`src/rtl/core/sse_pkg.sv`:
```
// shared types and constants for the sprite script executor
package sse_pkg;

	localparam int DATA_W            = 16;
	localparam int PROP_COUNT        = 7;
	localparam int NEXT_PC_W         = 10;
	localparam int PROGRAM_BYTES_DEF = 1024;

	// instruction bytes
	localparam logic [7:0] OP_MOVE_ABS    = 8'h01;
	localparam logic [7:0] OP_MOVE_REL    = 8'h02;
	localparam logic [7:0] OP_SLEEP       = 8'hFF;
	localparam logic [7:0] OP_JUMP        = 8'hF0;
	localparam logic [7:0] OP_JUMP_EQ     = 8'hF1;
	localparam logic [7:0] OP_JUMP_NE     = 8'hF2;
	localparam logic [7:0] OP_JUMP_GT     = 8'hF3;
	localparam logic [7:0] OP_JUMP_GE     = 8'hF4;
	localparam logic [7:0] OP_JUMP_LT     = 8'hF5;
	localparam logic [7:0] OP_JUMP_LE     = 8'hF6;
	localparam logic [7:0] OP_LOAD_A      = 8'hE0;
	localparam logic [7:0] OP_LOAD_B      = 8'hE1;
	localparam logic [7:0] OP_LOAD_PROP_A = 8'hE2;
	localparam logic [7:0] OP_LOAD_PROP_B = 8'hE3;
	localparam logic [7:0] OP_STORE_A     = 8'hE4;
	localparam logic [7:0] OP_STORE_B     = 8'hE5;
	localparam logic [7:0] OP_ADD         = 8'hD0;
	localparam logic [7:0] OP_SUB         = 8'hD1;
	localparam logic [7:0] OP_MUL         = 8'hD2;
	localparam logic [7:0] OP_DIV         = 8'hD3;
	localparam logic [7:0] OP_MOD         = 8'hD4;

	// one instruction transfer
	typedef struct packed {
		logic [7:0] opcode;
		logic [7:0] arg_first;
		logic [7:0] arg_second;
		logic [7:0] arg_third;
		logic [7:0] arg_fourth;
	} item_t;

	// one result transfer
	typedef struct packed {
		logic [NEXT_PC_W-1:0] next_pc;
		logic [DATA_W-1:0]    reg_a_out;
		logic [DATA_W-1:0]    pos_x;
		logic [DATA_W-1:0]    pos_y;
		logic [DATA_W-1:0]    size_w;
		logic [DATA_W-1:0]    size_h;
		logic [DATA_W-1:0]    colour_out;
		logic [DATA_W-1:0]    visible_out;
		logic [DATA_W-1:0]    kind_out;
		logic                 sleep_start;
		logic [DATA_W-1:0]    sleep_ticks;
		logic                 props_changed;
	} result_t;

	// request into the shared divider
	typedef struct packed {
		logic              start;
		logic [DATA_W-1:0] dividend;
		logic [DATA_W-1:0] divisor;
	} div_req_t;

	// divider status back to the sequencer
	typedef struct packed {
		logic busy;
		logic done;
	} div_stat_t;

endpackage

```
`src/rtl/core/sprite_script_executor.sv`:
```
// sprite script executor: runs one bytecode instruction per input transfer
// a result is registered from the execute state, or for divide and modulo from the divider wait state
// one instruction at a time: no new input is taken until its result is committed; divide and modulo
// use the shared 16-bit divider that resolves one quotient bit per cycle
// reset: counter, registers A and B and all seven properties clear to zero at once
module sprite_script_executor #(
	parameter int PROGRAM_BYTES = sse_pkg::PROGRAM_BYTES_DEF
) (
	input  logic             clk,
	input  logic             arst_n,
	input  logic             item_valid,
	output logic             item_stall,
	input  sse_pkg::item_t   item,
	output logic             result_valid,
	input  logic             result_stall,
	output sse_pkg::result_t result
);
	import sse_pkg::*;

	localparam int PC_W = $clog2(PROGRAM_BYTES);

	localparam logic [2:0] LEN_ONE   = 3'd1;
	localparam logic [2:0] LEN_TWO   = 3'd2;
	localparam logic [2:0] LEN_THREE = 3'd3;
	localparam logic [2:0] LEN_FIVE  = 3'd5;

	typedef enum logic [1:0] {
		S_IDLE,
		S_EXEC,
		S_DIV
	} state_t;

	state_t            state_q;
	item_t             item_q;
	logic [PC_W-1:0]   pc_q;
	logic [DATA_W-1:0] reg_a_q;
	logic [DATA_W-1:0] reg_b_q;
	logic [DATA_W-1:0] prop_q [PROP_COUNT];
	logic              result_valid_q;
	result_t           result_q;

	div_req_t          div_req;
	div_stat_t         div_stat;
	logic [DATA_W-1:0] div_quo;
	logic [DATA_W-1:0] div_rem;

	logic              is_div;
	logic              out_free;
	logic              commit;
	logic [DATA_W-1:0] val_first;
	logic [DATA_W-1:0] val_second;
	logic              idx_ok;
	logic [DATA_W-1:0] prop_rd;
	logic [2*DATA_W-1:0] product;
	logic              a_eq_b;
	logic              a_lt_b;
	logic              jump;
	logic [2:0]        len;
	logic [PC_W:0]     pc_sum;
	logic [PC_W:0]     pc_wrapped;
	logic [PC_W-1:0]   pc_n;
	logic [PC_W+NEXT_PC_W-1:0] pc_ext;
	logic [DATA_W-1:0] reg_a_n;
	logic [DATA_W-1:0] reg_b_n;
	logic [DATA_W-1:0] prop_n [PROP_COUNT];
	logic              slept;
	logic [DATA_W-1:0] ticks;
	logic              changed;

	// shared iterative divider for divide and modulo
	sse_divider u_div (
		.clk       (clk),
		.arst_n    (arst_n),
		.req       (div_req),
		.stat      (div_stat),
		.quotient  (div_quo),
		.remainder (div_rem)
	);

	assign is_div           = (item_q.opcode == OP_DIV) || (item_q.opcode == OP_MOD);
	assign div_req.start    = (state_q == S_EXEC) && is_div;
	assign div_req.dividend = reg_a_q;
	assign div_req.divisor  = reg_b_q;

	// output register is free when empty or drained this cycle
	assign out_free = !result_valid_q || !result_stall;
	assign commit   = out_free && (((state_q == S_EXEC) && !is_div) ||
		((state_q == S_DIV) && div_stat.done));

	// operand decode and property read
	assign val_first  = {item_q.arg_first, item_q.arg_second};
	assign val_second = {item_q.arg_third, item_q.arg_fourth};
	assign idx_ok     = (item_q.arg_first < 8'(PROP_COUNT));
	assign prop_rd    = idx_ok ? prop_q[item_q.arg_first[2:0]] : '0;
	assign product    = reg_a_q * reg_b_q;
	assign a_eq_b     = (reg_a_q == reg_b_q);
	assign a_lt_b     = (reg_a_q < reg_b_q);

	// instruction execute: next architectural state
	always_comb begin
		reg_a_n = reg_a_q;
		reg_b_n = reg_b_q;
		for (int i = 0; i < PROP_COUNT; i++) begin
			prop_n[i] = prop_q[i];
		end
		jump    = 1'b0;
		len     = LEN_ONE;
		slept   = 1'b0;
		ticks   = '0;
		changed = 1'b0;
		case (item_q.opcode)
			OP_MOVE_ABS: begin
				prop_n[0] = val_first;
				prop_n[1] = val_second;
				len       = LEN_FIVE;
			end
			OP_MOVE_REL: begin
				prop_n[0] = prop_q[0] + val_first;
				prop_n[1] = prop_q[1] + val_second;
				len       = LEN_FIVE;
			end
			OP_SLEEP: begin
				slept = 1'b1;
				ticks = val_first;
				len   = LEN_THREE;
			end
			OP_JUMP: jump = 1'b1;
			OP_JUMP_EQ: begin
				jump = a_eq_b;
				len  = LEN_TWO;
			end
			OP_JUMP_NE: begin
				jump = !a_eq_b;
				len  = LEN_TWO;
			end
			OP_JUMP_GT: begin
				jump = !a_lt_b && !a_eq_b;
				len  = LEN_TWO;
			end
			OP_JUMP_GE: begin
				jump = !a_lt_b;
				len  = LEN_TWO;
			end
			OP_JUMP_LT: begin
				jump = a_lt_b;
				len  = LEN_TWO;
			end
			OP_JUMP_LE: begin
				jump = a_lt_b || a_eq_b;
				len  = LEN_TWO;
			end
			OP_LOAD_A: begin
				reg_a_n = val_first;
				len     = LEN_THREE;
			end
			OP_LOAD_B: begin
				reg_b_n = val_first;
				len     = LEN_THREE;
			end
			OP_LOAD_PROP_A: begin
				reg_a_n = prop_rd;
				len     = LEN_TWO;
			end
			OP_LOAD_PROP_B: begin
				reg_b_n = prop_rd;
				len     = LEN_TWO;
			end
			OP_STORE_A: begin
				if (idx_ok) begin
					prop_n[item_q.arg_first[2:0]] = reg_a_q;
				end
				changed = 1'b1;
				len     = LEN_TWO;
			end
			OP_STORE_B: begin
				if (idx_ok) begin
					prop_n[item_q.arg_first[2:0]] = reg_b_q;
				end
				changed = 1'b1;
				len     = LEN_TWO;
			end
			OP_ADD: reg_a_n = reg_a_q + reg_b_q;
			OP_SUB: reg_a_n = reg_a_q - reg_b_q;
			OP_MUL: reg_a_n = product[DATA_W-1:0];
			OP_DIV: reg_a_n = div_quo;
			OP_MOD: reg_a_n = div_rem;
			default: len = LEN_ONE;
		endcase
	end

	// program counter advance with a single wrap correction
	assign pc_sum     = {1'b0, pc_q} + (PC_W+1)'(len);
	assign pc_wrapped = (pc_sum >= (PC_W+1)'(PROGRAM_BYTES)) ?
		pc_sum - (PC_W+1)'(PROGRAM_BYTES) : pc_sum;
	assign pc_n       = jump ? PC_W'(item_q.arg_first) : pc_wrapped[PC_W-1:0];
	assign pc_ext     = (PC_W+NEXT_PC_W)'(pc_n);

	assign item_stall   = (state_q != S_IDLE);
	assign result_valid = result_valid_q;
	assign result       = result_q;

	// sequencer, architectural state and output register
	always_ff @(posedge clk or negedge arst_n) begin
		if (!arst_n) begin
			state_q        <= S_IDLE;
			pc_q           <= '0;
			reg_a_q        <= '0;
			reg_b_q        <= '0;
			result_valid_q <= 1'b0;
			for (int i = 0; i < PROP_COUNT; i++) begin
				prop_q[i] <= '0;
			end
		end else begin
			if (commit) begin
				result_valid_q <= 1'b1;
			end else if (!result_stall) begin
				result_valid_q <= 1'b0;
			end
			case (state_q)
				S_IDLE: begin
					if (item_valid) begin
						state_q <= S_EXEC;
					end
				end
				S_EXEC: begin
					if (is_div) begin
						state_q <= S_DIV;
					end else if (out_free) begin
						state_q <= S_IDLE;
					end
				end
				S_DIV: begin
					if (div_stat.done && out_free) begin
						state_q <= S_IDLE;
					end
				end
				default: state_q <= S_IDLE;
			endcase
			if (commit) begin
				pc_q    <= pc_n;
				reg_a_q <= reg_a_n;
				reg_b_q <= reg_b_n;
				for (int i = 0; i < PROP_COUNT; i++) begin
					prop_q[i] <= prop_n[i];
				end
			end
		end
	end

	// instruction capture and result payload
	always_ff @(posedge clk) begin
		if ((state_q == S_IDLE) && item_valid) begin
			item_q <= item;
		end
		if (commit) begin
			result_q.next_pc       <= pc_ext[NEXT_PC_W-1:0];
			result_q.reg_a_out     <= reg_a_n;
			result_q.pos_x         <= prop_n[0];
			result_q.pos_y         <= prop_n[1];
			result_q.size_w        <= prop_n[2];
			result_q.size_h        <= prop_n[3];
			result_q.colour_out    <= prop_n[4];
			result_q.visible_out   <= prop_n[5];
			result_q.kind_out      <= prop_n[6];
			result_q.sleep_start   <= slept;
			result_q.sleep_ticks   <= ticks;
			result_q.props_changed <= changed;
		end
	end

`ifndef SYNTHESIS
	// divider is working or finished whenever the sequencer waits on it
	a_div_active: assert property (@(posedge clk) disable iff (!arst_n)
		(state_q == S_DIV) |-> (div_stat.busy || div_stat.done))
		else $error("sequencer waits on an idle divider");

	// counter always stays inside the program
	a_pc_range: assert property (@(posedge clk) disable iff (!arst_n)
		({1'b0, pc_q} < (PC_W+1)'(PROGRAM_BYTES)))
		else $error("program counter outside the program");

	// a delay count only accompanies a sleep
	a_sleep_ticks: assert property (@(posedge clk) disable iff (!arst_n)
		(result_valid && !result.sleep_start) |-> (result.sleep_ticks == '0))
		else $error("delay count without sleep");

	// a result is only loaded once the previous one has gone
	a_no_overwrite: assert property (@(posedge clk) disable iff (!arst_n)
		(result_valid && result_stall) |-> !commit)
		else $error("result register overwritten while stalled");
`endif

endmodule

```
`src/rtl/core/sse_divider.sv`:
```
// iterative restoring divider, one quotient bit per cycle
module sse_divider (
	input  logic                       clk,
	input  logic                       arst_n,
	input  sse_pkg::div_req_t          req,
	output sse_pkg::div_stat_t         stat,
	output logic [sse_pkg::DATA_W-1:0] quotient,
	output logic [sse_pkg::DATA_W-1:0] remainder
);
	import sse_pkg::*;

	localparam int CNT_W = $clog2(DATA_W + 1);

	logic [CNT_W-1:0]  cnt_q;
	logic              done_q;
	logic [DATA_W-1:0] rem_q;
	logic [DATA_W-1:0] quo_q;
	logic [DATA_W-1:0] dvs_q;
	logic [DATA_W:0]   shifted;
	logic [DATA_W+1:0] diff;

	// trial subtraction of the divisor from the shifted partial remainder
	assign shifted = {rem_q, quo_q[DATA_W-1]};
	assign diff    = {1'b0, shifted} - {2'b00, dvs_q};

	// step counter and completion flag
	always_ff @(posedge clk or negedge arst_n) begin
		if (!arst_n) begin
			cnt_q  <= '0;
			done_q <= 1'b0;
		end else if (req.start) begin
			cnt_q  <= CNT_W'(DATA_W);
			done_q <= 1'b0;
		end else if (cnt_q != '0) begin
			cnt_q <= cnt_q - CNT_W'(1);
			if (cnt_q == CNT_W'(1)) begin
				done_q <= 1'b1;
			end
		end
	end

	// partial remainder and quotient shift registers
	always_ff @(posedge clk) begin
		if (req.start) begin
			rem_q <= '0;
			quo_q <= req.dividend;
			dvs_q <= req.divisor;
		end else if (cnt_q != '0) begin
			if (diff[DATA_W+1]) begin
				rem_q <= shifted[DATA_W-1:0];
				quo_q <= {quo_q[DATA_W-2:0], 1'b0};
			end else begin
				rem_q <= diff[DATA_W-1:0];
				quo_q <= {quo_q[DATA_W-2:0], 1'b1};
			end
		end
	end

	assign stat.busy = (cnt_q != '0);
	assign stat.done = done_q;
	assign quotient  = quo_q;
	assign remainder = rem_q;

endmodule

```
`config.mk`:
```
export PLATFORM = sky130hd
export DESIGN_NAME = sprite_script_executor
export DESIGN_NICKNAME = d
export VERILOG_FILES = /design/src/rtl/core/sse_pkg.sv /design/src/rtl/core/sprite_script_executor.sv /design/src/rtl/core/sse_divider.sv
export SDC_FILE = /design/constraint.sdc
export NUM_CORES = 1
export LEC_CHECK = 0
export BUFFER_PORTS_ARGS = -buffer_cell sky130_fd_sc_hd__clkbuf_2
export CORE_ASPECT_RATIO = 1.75
export CORE_MARGIN = 2
export CORE_UTILIZATION = 50
export DETAILED_ROUTE_END_ITERATION = 10
export HOLD_SLACK_MARGIN = 0.06
export PLACE_DENSITY_LB_ADDON = 0.2
export SYNTH_ARGS = -nofsm -noshare
export SYNTH_HDL_FRONTEND = slang
export SYNTH_SLANG_ARGS = --single-unit
```
`constraint.sdc`:
```
create_clock -name clk -period 7 [get_ports clk]
set_clock_uncertainty 0.05 [all_clocks]
set_input_delay 0.7 -clock clk [delete_from_list [all_inputs] [get_ports clk]]
set_output_delay 0.7 -clock clk [all_outputs]
set_load 0.02 [all_outputs]
```
# Word-level counts from Yosys, hierarchy flattened
# Index checks and enable logic that the tools add are counted.
[totals] output_inout_bits=158 input_bits=44 wordCells=144 ff_bits=407
[op_classes] addsub=8 n_mux=36 reduce_logical=30 n_eq_ne=29 mul=1 order_cmp=5 bitwise=1
[ops] operator="$bwmux W112" n=2
[ops] operator="$mux W112" n=2
[ops] operator="$pmux W80 S2" n=1
[ops] operator="$eq A8 B8 Y1 const B" n=19
[ops] operator="$pmux W32 S4" n=1
[ops] operator="$mux W16" n=7
[ops] operator="$pmux W16 S7" n=1
[ops] operator="$add A16 B16 Y16" n=3
[ops] operator="$bmux W16 S3" n=1
[ops] operator="$demux W16 S3" n=1
[ops] operator="$pmux W16 S2" n=1
[ops] operator="$mux W10" n=2
[ops] operator="$sub A17 B16 Y18" n=1
[ops] operator="$eq A16 B16 Y1" n=1
[ops] operator="$lt A16 B16 Y1" n=1
[ops] operator="$mul A16 B16 Y16" n=1
[ops] operator="$sub A16 B16 Y16" n=1
[ops] operator="$add A10 B3 Y11" n=1
[ops] operator="$ge A11 B11 Y1 const B" n=1
[ops] operator="$mux W5" n=2
[ops] operator="$reduce_or A10 Y1" n=1
[ops] operator="$sub A10 B1 Y10 const B" n=1
[ops] operator="$pmux W3 S3" n=1
[ops] operator="$eq A8 B1 Y1 const B" n=1
[ops] operator="other kinds (26)" n=56

# Depth between registers and ports, before layout
[logic_depth] depth_word=8 mapped_depth=23 mapped_depth_nobuf=22

# Modules after synthesis
# From an unflattened synthesis, not the netlist that was laid out.
[unflattened] hier_cells=2512 hier_area_um2=26058.7
[by_module_without_submodules] mod="sprite_script_executor" instances=1 cells_each=2238 area_per_inst_um2=23012.1 seq_area_each_um2=9814.4
[by_module_without_submodules] mod="sse_divider" instances=1 cells_each=274 area_per_inst_um2=3046.7 seq_area_each_um2=1431.4

# Worst setup path before layout
# No wires, ideal clock.
[synth_timing] path_kind="reg2reg" start="register reg_b_q[1]" end="register result_q (netlist bit result[145]), data pin" t_required_ns=6.680 setup_ns=0.270 synth_period_minus_slack_ns=5.764 stages_incl_launch_ff=21 n_path_buf=1 setup_slack_ns=1.236 arrival_ns=5.444 path_cell_list="dfrtp_1 clkbuf_1 inv_1 nor2_1 fa_1 inv_1 fa_1 inv_1 fa_1 fa_1 inv_1 fa_1 fa_1 xnor2_1 xnor2_1 xnor2_1 xnor2_1 xnor3_1 or3_1 a31oi_1 a21oi_1"
[synth_between] elab_chain_cells=2 word_cells_on_any_way=4 cone_classes="add/sub: 2; mul: 1; mux: 1"
[synth_rtl] element="start: declaration" line="sprite_script_executor.sv:37" text="logic [DATA_W-1:0] reg_b_q;"
[synth_rtl] element="start signal: assignment" line="sprite_script_executor.sv:242" text="reg_b_q <= reg_b_n;"
[synth_rtl] element="$mul A16 B16 Y16 (tied with other cells)" line="sprite_script_executor.sv:95" text="assign product = reg_a_q * reg_b_q;"
[synth_rtl] element="$pmux W16 S7 (*)" line="sprite_script_executor.sv:111" text="case (item_q.opcode)"
[synth_rtl] element="via reg_a_n[15]" line="sprite_script_executor.sv:63" text="logic [DATA_W-1:0] reg_a_n;"
[synth_rtl] element="end: declaration" line="sprite_script_executor.sv:40" text="result_t result_q;"
# The timed path passes the listed nets; every way through them passes the cells marked *.
# A chain may end at the register's enable or synchronous reset.

# Worst setup path in the final report
# Ends and elaborated chain as after synthesis.

==> flow_summary.json <==
{
  "yosys.area.top_type": "edfxtp_1",
  "cts_buffer_depth": 3,
  "rsz0062_at_grt": "false",
  "clk_latency_ns": 0.57,
  "ios": 202,
  "syn_to_final_growth_pct": 11.6,
  "setup_violations": 0,
  "synth_area_per_cell_um2": 10.0,
  "antenna_cells": 0,
  "syn_nets": 2900,
  "synth-main-ff-cell": "edfxtp_1",
  "hp-class": "input pin to async pin",
  "synthCells": 2637,
  "worstMarginPinSlew_ns": 1.28,
  "cts_root_buffer": "clkbuf_16",
  "gp_congestion": 1.02,
  "yosys-top-cells-count": "379 x nand2_1, 228 x edfxtp_1, 187 x inv_1, 167 x nor2_1, 163 x dfrtp_1",
  "grt_pass1_wl_um": 140000,
  "dpl.cell_count": 3426,
  "leakage_nw": 12.5,
  "utilization_pct": 56.3,
  "cts_setup_buffers": 0,
  "yosysWarningCount": 0,
  "hold_violations": 0,
  "period_share_pct": 91.0,
  "cts_tree": "done",
  "period_minus_slack_ns": 6.37,
  "vdd_drop_max_mv": 0.408,
  "numCtsBuffers": 40,
  "power_density_nw_per_um2": 430,
  "critPathArrivalTime_ns": 6.60,
  "grt_pass1_vias": 22300,
  "final_nets": 3053,
  "routed_via_density": 6.26,
  "synth-edff-count": 228,
  "routedWlPerCell_um": 27.4,
  "cts.sinks": 407,
  "synth_top_area_share_pct": 26.0,
  "status": "finished, final reports clean",
  "endpoint_kind": "register",
  "path_clk_slew_ns": 0.07,
  "drive_above_1_share_pct": 16.7,
  "clock.fmax_mhz": 157,
  "wirelength_um": 96100,
  "drtAntennaViolNets": 0,
  "synthTopCellsByArea": "edfxtp_1 26%, dfrtp_1 15%, fa_1 6.5%, ha_1 6.4%, nand2_1 5.4%",
  "path_class": "register to register",
  "seq_area_frac_synth_pct": 42.7,
  "antenna_found_initial": 2,
  "crit_fanout": 11,
  "drtPass1Iterations": 6,
  "async_reset_ff_share_pct": 40.0,
  "io_buffers": 201,
  "ys_types": 90,
  "chipWidth_um": 178,
  "drv_slew": 0,
  "core_um2": 52200,
  "overflow": 0,
  "cp-start-kind": "register",
  "synth_most_common_cell": "nand2_1",
  "ys_ff_latch": 407,
  "hold_buffers": 0,
  "drc": 0,
  "drtIter0Drc": 1929,
  "dp_hpwl_um": 71700,
  "track_usage_pct": 35.1,
  "max_cap_viol_count": 0,
  "ctsResizeCount": 0,
  "p_total_mw": 12.6,
  "die_h_um": 308,
  "die-area_um2": 54600,
  "fin_setup_tns_ns": 0,
  "grt_max_degree": 115,
  "ctsHtreeMaxLevel": 2,
  "netlist_area_um2": 26400,
  "instances_no_fill": 3500,
  "max-slew-margin-rel_pct": 14.2,
  "cp.required_ns": 7.23,
  "start_util_pct": 50.5,
  "vias": 21900,
  "placementRows": 111
}
report_power, final:
| part | total, mW | internal [mW] | switching (mW) | leakage, nW |
|---|---|---|---|---|
| Clock | 2.30 | 1.28 | 1.02 | 0.662 |
| Combinational | 6.70 | 2.66 | 4.03 | 7.40 |
| Sequential | 3.64 | 3.09 | 0.557 | 4.42 |
| Total | 12.6 | 7.04 | 5.61 | 12.5 |
area by class of cell:
cell class / instances / area, µm²
Fill cell: 4639 / 22800
Multi-Input combinational cell: 1902 / 13800
Sequential cell: 407 / 11200
Timing Repair Buffer: 249 / 1370
Clock buffer: 49 / 1100
Tap cell: 678 / 848
Inverter: 190 / 721
Clock inverter: 25 / 280
worst max-delay path, stage by stage (launching register included):
cell and delay, ns:
dfrtp_1 0.54, buf_4 0.25, and2_1 0.18, fa_1 0.53
inv_1 0.06, fa_1 0.55, inv_1 0.04, ha_1 0.18
fa_1 0.47, fa_1 0.55, inv_1 0.05, fa_1 0.50
inv_1 0.05, ha_1 0.18, or3_1 0.41, o21ai_0 0.50
a21oi_1 0.23, or3_1 0.42, a31oi_1 0.22, a21oi_1 0.11
cell usage in the layout (no fill, tap or decap), types with 22 or more instances in the layout:
cell / instances
a211oi_1: 31
a21oi_1: 119
a221o_1: 31
a22o_1: 27
and2_1: 69
buf_4: 48
clkbuf_16: 43
clkbuf_2: 200
dfrtp_1: 163
edfxtp_1: 228
fa_1: 85
ha_1: 134
inv_1: 187
mux2_2: 105
mux2i_1: 64
nand2_1: 379
nand2b_1: 22
nand3_1: 38
nor2_1: 166
nor3_1: 39
o21a_1: 25
o21ai_0: 154
o21ai_1: 30
xnor2_1: 60
per-layer routing:
| layer | share of wire, % | GRT usage, % | vias up |
|---|---|---|---|
| met5 | 0.015 | 0 | - |
| met4 | 11 | 31.6 | 2 |
| met3 | 5.8 | 4.98 | 370 |
| met2 | 50 | 60.0 | 1035 |
| met1 | 34 | 37.1 | 10800 |
| li1 | - | - | 9671 |
state kept, by name (all words and copies together), names as in the netlist:
| register | flops |
|---|---|
| u_div.cnt_q | 5 |
| pc_q | 10 |
| result | 156 |
| item_q | 40 |
| result_valid | 1 |
| u_div.dvs_q | 16 |
| prop_q | 112 |
| u_div.quotient | 16 |
| state_q | 2 |
| u_div.done_q | 1 |
| u_div.remainder | 16 |
| reg_a_q | 16 |
| reg_b_q | 16 |
logic make-up (layout without fill, tap and decap cells):
| kind of cell | Yosys count | after routing | share of synthesized area (%) |
|---|---|---|---|
| and+or+nand+nor | 842 | 842 | 14.9 |
| AOI/OAI and AO/OA | 594 | 594 | 15.0 |
| DFF | 407 | 407 | 42.7 |
| buffers and inverters | 328 | 513 | 4.98 |
| adders and majority gates | 219 | 219 | 12.8 |
| muxes | 170 | 170 | 6.97 |
| xor gates and xnor gates | 77 | 77 | 2.61 |
path summary, 6_finish.rpt:
kind | cells after the start | slack (ns) | end | startpoint
min in group clk | 1 | 0.26 | item_q[23] | item[23]
max in group asynchronous | 2 | 5.46 | prop_q[17] | arst_n
hold / removal | 1 | 0.10 | prop_q[108] | arst_n
setup reg to reg | 19 | 0.63 | result[145] | reg_b_q[1]
hold reg to reg | 1 | 0.44 | state_q[0] | state_q[1]
setup / recovery | 19 | 0.63 | result[145] | reg_b_q[1]
per-stage QoR:
step / cell area [µm²] / hold WS, ns / setup slack, ns
after floorplan: 26400 / 0.354 / 1.24
after global routing: 29400 / 0.136 / 0.382
after global placement: 28000 / 0.409 / 0.792
after detailed placement: 28000 / 0.409 / 0.641
final: 29400 / 0.102 / 0.632
after CTS: 29400 / 0.117 / 0.636
No activity file was read; power rests on OpenSTA's default activity.
